**src/rtl/csu_pkg.sv**
```systemverilog
// Shared widths and constants of the chi-square uniformity test.
package csu_pkg;
    localparam int CSU_NUM_BINS = 100;
    localparam int CSU_SAMPLE_W = 24;
    localparam int CSU_CNT_W    = 20;
    localparam int CSU_OUT_W    = 36;
    localparam int CSU_FRAC_W   = 8;
    localparam logic [CSU_CNT_W-1:0] CSU_LEN_RESET = CSU_CNT_W'(10000);
endpackage

```
**src/rtl/csu_sqacc.sv**
```systemverilog
// Pipelined scale, absolute difference, square and accumulate unit.
module csu_sqacc #(
    parameter int NUM_BINS = csu_pkg::CSU_NUM_BINS,
    parameter int SUM_W    = 45
) (
    input  logic                          aclk,
    input  logic                          aresetn,
    input  logic                          clear,
    input  logic                          in_valid,
    input  logic [csu_pkg::CSU_CNT_W-1:0] in_count,
    input  logic [csu_pkg::CSU_CNT_W-1:0] len,
    output logic                          busy,
    output logic [SUM_W-1:0]              sum
);
    import csu_pkg::*;

    localparam int NMUL_W   = $clog2(NUM_BINS + 1);
    localparam int SCALED_W = CSU_CNT_W + NMUL_W;
    localparam logic [NMUL_W-1:0] NUM_CONST = NMUL_W'(NUM_BINS);

    logic                    v1_reg, v2_reg, v3_reg;
    logic [SCALED_W-1:0]     scaled_reg;
    logic [SCALED_W-1:0]     diff_reg;
    logic [2*SCALED_W-1:0]   sq_reg;
    logic [SUM_W-1:0]        sum_reg;
    logic [SCALED_W-1:0]     len_ext;
    logic [SCALED_W-1:0]     diff_next;

    always_comb begin
        len_ext   = SCALED_W'(len);
        diff_next = (scaled_reg >= len_ext) ? (scaled_reg - len_ext) : (len_ext - scaled_reg);
    end

    always_ff @(posedge aclk) begin
        if (!aresetn) begin
            v1_reg <= 1'b0;
            v2_reg <= 1'b0;
            v3_reg <= 1'b0;
        end else begin
            v1_reg <= in_valid;
            v2_reg <= v1_reg;
            v3_reg <= v2_reg;
        end
    end

    always_ff @(posedge aclk) begin
        scaled_reg <= in_count * NUM_CONST;
        diff_reg   <= diff_next;
        sq_reg     <= diff_reg * diff_reg;
        if (clear) begin
            sum_reg <= '0;
        end else if (v3_reg) begin
            sum_reg <= sum_reg + SUM_W'(sq_reg);
        end
    end

    assign busy = v1_reg | v2_reg | v3_reg;
    assign sum  = sum_reg;
endmodule

```
**config.mk**
```make
export PLATFORM = sky130hd
export DESIGN_NAME = csu_sqacc
export DESIGN_NICKNAME = d
export VERILOG_FILES = /design/src/rtl/csu_pkg.sv /design/src/rtl/csu_sqacc.sv
export SDC_FILE = /design/constraint.sdc
export NUM_CORES = 2
export LEC_CHECK = 0
export ABC_AREA = 1
export BUFFER_PORTS_ARGS = -buffer_cell sky130_fd_sc_hd__buf_4
export CORE_UTILIZATION = 60
export DETAILED_ROUTE_END_ITERATION = 10
export PLACE_DENSITY = 0.78
export SLEW_MARGIN = 20
export SYNTH_ARGS = -nofsm -noshare
export SYNTH_HDL_FRONTEND = slang
export SYNTH_SLANG_ARGS = --single-unit
```
**constraint.sdc**
```tcl
create_clock -name aclk -period 9.24 [get_ports aclk]
set_clock_uncertainty 0.15 [all_clocks]
set_input_delay 0 -clock aclk [delete_from_list [all_inputs] [get_ports aclk]]
set_output_delay 0 -clock aclk [all_outputs]
set_load 0.03 [all_outputs]
```
==> results.md <==
- Post-synth ARST share: 0%
- CTS Hold Buffers Added: 17
- Global-route wire length before repair: 132900 um
- Post-synth EDFFs: 0
- Rows: slightly above 80
- Slew @ Worst Pin: 1.008 ns
- Largest family of logic cells by synthesized area: adder cells
- Vias in the first global route: 27540
- WP data arrival: 7.32 ns
- Compound-cell area share of the yosys netlist: 6.588%
- I/O Buffers: 89
- Final setup vio count: 0
- Worst path required time: between 9 and 10 ns
- CORE AREA: 51510 um^2
- Post-Syn Instances: between 4000 and 5000
- CP Cell Sequence: buf_4, nand2_1, fa_1, inv_1, fa_1, fa_1, inv_1, fa_1, inv_1, fa_1, fa_1, inv_1, fa_1, inv_1, ha_1, nand2_1, nor2_1, nand4_1, o21ai_0, a21oi_1, xnor2_1
- CP max-delay cell: dfxtp_1
- Synthesized flop and latch total: 144
- Layout cells sized above 1: approximately 4.6%
- Endpoints failing hold: 0
- Pin count of the biggest net entering global routing: between 70 and 80
- Initial antenna violation count: 0
- Antenna Nets Post-Route: 0
- GRT Residual Overflow: 0
- Most Crowded Layer GR: met2
- Post-synthesis mux area share: 0%
- Main synth FF type: dfxtp_1
- Routed vias/inst: 5.218
- Clock Path Buffers: 2
- H-tree levels: 4
- Setup TNS Final: 0 ns
- Post-Synth Adder-Cell Area: 46.68%
- Crit path largest cell delay: 0.87 ns
- Crit end category: flip-flop
- Worst hold path type: in -> reg
- Crit share post-route: 76.54%
- Die H: 231.0 um
- Clock sink count: approximately 140
- Met2 usage: ~56%
- Total Nets Final: 5167
- Initial Util: 61.06%
- Post-layout util: 64.86%
- Syn_nets: 5120
- Mapped Area: 31450 um^2
- Area Overhead vs Synth: 6.222%
- Number of flip-flops in the largest register: 45
- Post-cts sizing count: 0
- Clock Pin Slew Worst Setup and Hold Paths: 0.07 ns
- CP most frequent cell: fa_1
- Max-cap violations: 0
- Simple-Gate Fraction of Synth Area: 18.06%
- Number of fill cells: approximately 4600
- Post-CTS setup buffer count: 0
- Detailed Route Iter0 Violations: roughly 1600
- Final WL: 80080 um
- Rel. slew slack: 32.71%
- Critical path fanouts, max: 19
- Outcome: complete, no violations
- CTS buffer count: 17
- Syn. warnings: 0
- Placed insts: around 4900
- Sequential area share after synthesis: between 9 and 10%
- CTS tree: yes
- 1st-pass router iterations: 5
- GRT Overall Usage: 31.76%
- Final non-filler cell total: 4968
- IO Count: 90
- M3 GR Usage: 4.867%
- DR vias: 25920
- Mean Syn Cell Area: 7.437 um^2
- Hpwl dp: 67200 um
- Startpoint types: flip-flop
- DRC viols: 0
- XOR/XNOR Fraction of Synth Area: between 3 and 4%
- RSZ-0062 raised after global routing: no
- Highest Clock Rate: 0.1414 GHz
- Die area: 53340 um^2
- Routability cong.: 1.005
- Wire length per cell: 16.12 um
- Die X: 231.0 um
- CTS root buf: clkbuf_16
- Yosys cell types: 51
- Worst-Skew Late Latency: 0.50 ns
- Final number of max-transition violations: 0
- Met1 GRT Util: 37.34%
- Diode count: 0
- Worst Setup Path Type: reg -> reg
- Post-route minimum period: between 7 and 8 ns
## cell usage after synthesis, types with 3 or more instances
master    number  area (um^2)
o21ai_1       11        55.05
a21oi_2        6        52.55
a31o_2         4        35.03
clkbuf_2       3        15.01
a21boi_0       6        45.04
dfxtp_1      144         2883
nand2_2       17        106.4
xnor2_1       37        324.1
buf_4          7        52.55
a31oi_1        9        56.30
inv_1       1223         4591
nor2_2         4        25.02
o21bai_1      21        157.7
ha_1         303         3791
nand3_1      120        600.6
xor2_1        84        735.7
clkbuf_1      84        315.3
buf_1          4        15.01
fa_1         544        10890
nor4_1         3        18.77
a21oi_1      161        805.8
nor2_4         3        33.78
inv_2          3        11.26
o21ai_0      120        600.6
nor3_1        13        65.06
nand4_1       29        181.4
nand2_1      888         3333
nor2_1       326         1224
and3_1         4        25.02
a211oi_1       3        22.52
a21o_1        18        135.1
o211ai_1       3        22.52
## worst max-delay path: cells and delay by family (launching register included)
family / cells / cell delay (ns)
XOR/XNOR: 1 / 0.23
adder cells (fa/ha/maj): 8 / 3.91
flip-flops: 1 / 0.87
AND/OR/NAND/NOR: 4 / 0.80
AO/OA/AOI/OAI: 2 / 0.38
buffers and inverters: 6 / 0.59
## cell usage in the layout (no fill, tap or decap), types with 84 or more instances in the layout
cell type | synthesis | routed
inv_1 | 1223 | 1223
dfxtp_1 | 144 | 141
fa_1 | 544 | 544
ha_1 | 303 | 303
nand3_1 | 120 | 120
a21oi_1 | 161 | 161
nor2_1 | 326 | 326
buf_4 | 7 | 115
nand2_1 | 888 | 888
xor2_1 | 84 | 84
o21ai_0 | 120 | 120
## routing by layer
layer  vias to the layer above  wire length, um
li1                      12420                -
met1                     12270            31430
met4                         0             4295
met3                       267             5098
met2                       962            39260
met5                         -                0
## path summary, 6_finish.rpt
check / start / to / slack [ns] / depth (start not counted)
setup reg to reg: diff_reg[4] / sq_reg[25] / 2.17 / 21
hold reg to reg: v2_reg / v3_reg / 0.28 / 2
setup / recovery: diff_reg[4] / sq_reg[25] / 2.17 / 21
hold / removal: len[10] / diff_reg[11] / 0.04 / 8
## area by class of cell
type                            count  area [um^2]  share of cell area, %
Inverter                         1228         4612                  13.80
Timing Repair Buffer              132         1033                  3.093
Multi-Input combinational cell   2753        23490                  70.32
Tap cell                          680        850.8                  2.547
Sequential cell                   144         2887                  8.640
Clock inverter                     13        105.1                 0.3146
Clock buffer                       18        429.2                  1.285
## through the flow
step           cell area (um^2)  hold WS, ns  setup WS [ns]
2_1_floorplan             31450      -0.1223          2.966
3_3_place_gp              32700     -0.01680          2.223
3_5_place_dp              32700     -0.01420          2.174
4_1_cts                   33410     0.003388          2.156
5_1_grt                   33410      0.05017          1.829
6_report                  33410      0.03557          2.168
## kinds of logic after synthesis
family / count (synthesis)
DFF: 144
AOI/OAI and AO/OA: 370
and+or+nand+nor: 1415
adders and majority gates: 847
xor gates and xnor gates: 121
buffers and inverters: 1332
Power is not shown: default switching activity piles up to over one toggle a cycle in this logic, so the estimate is an artifact.
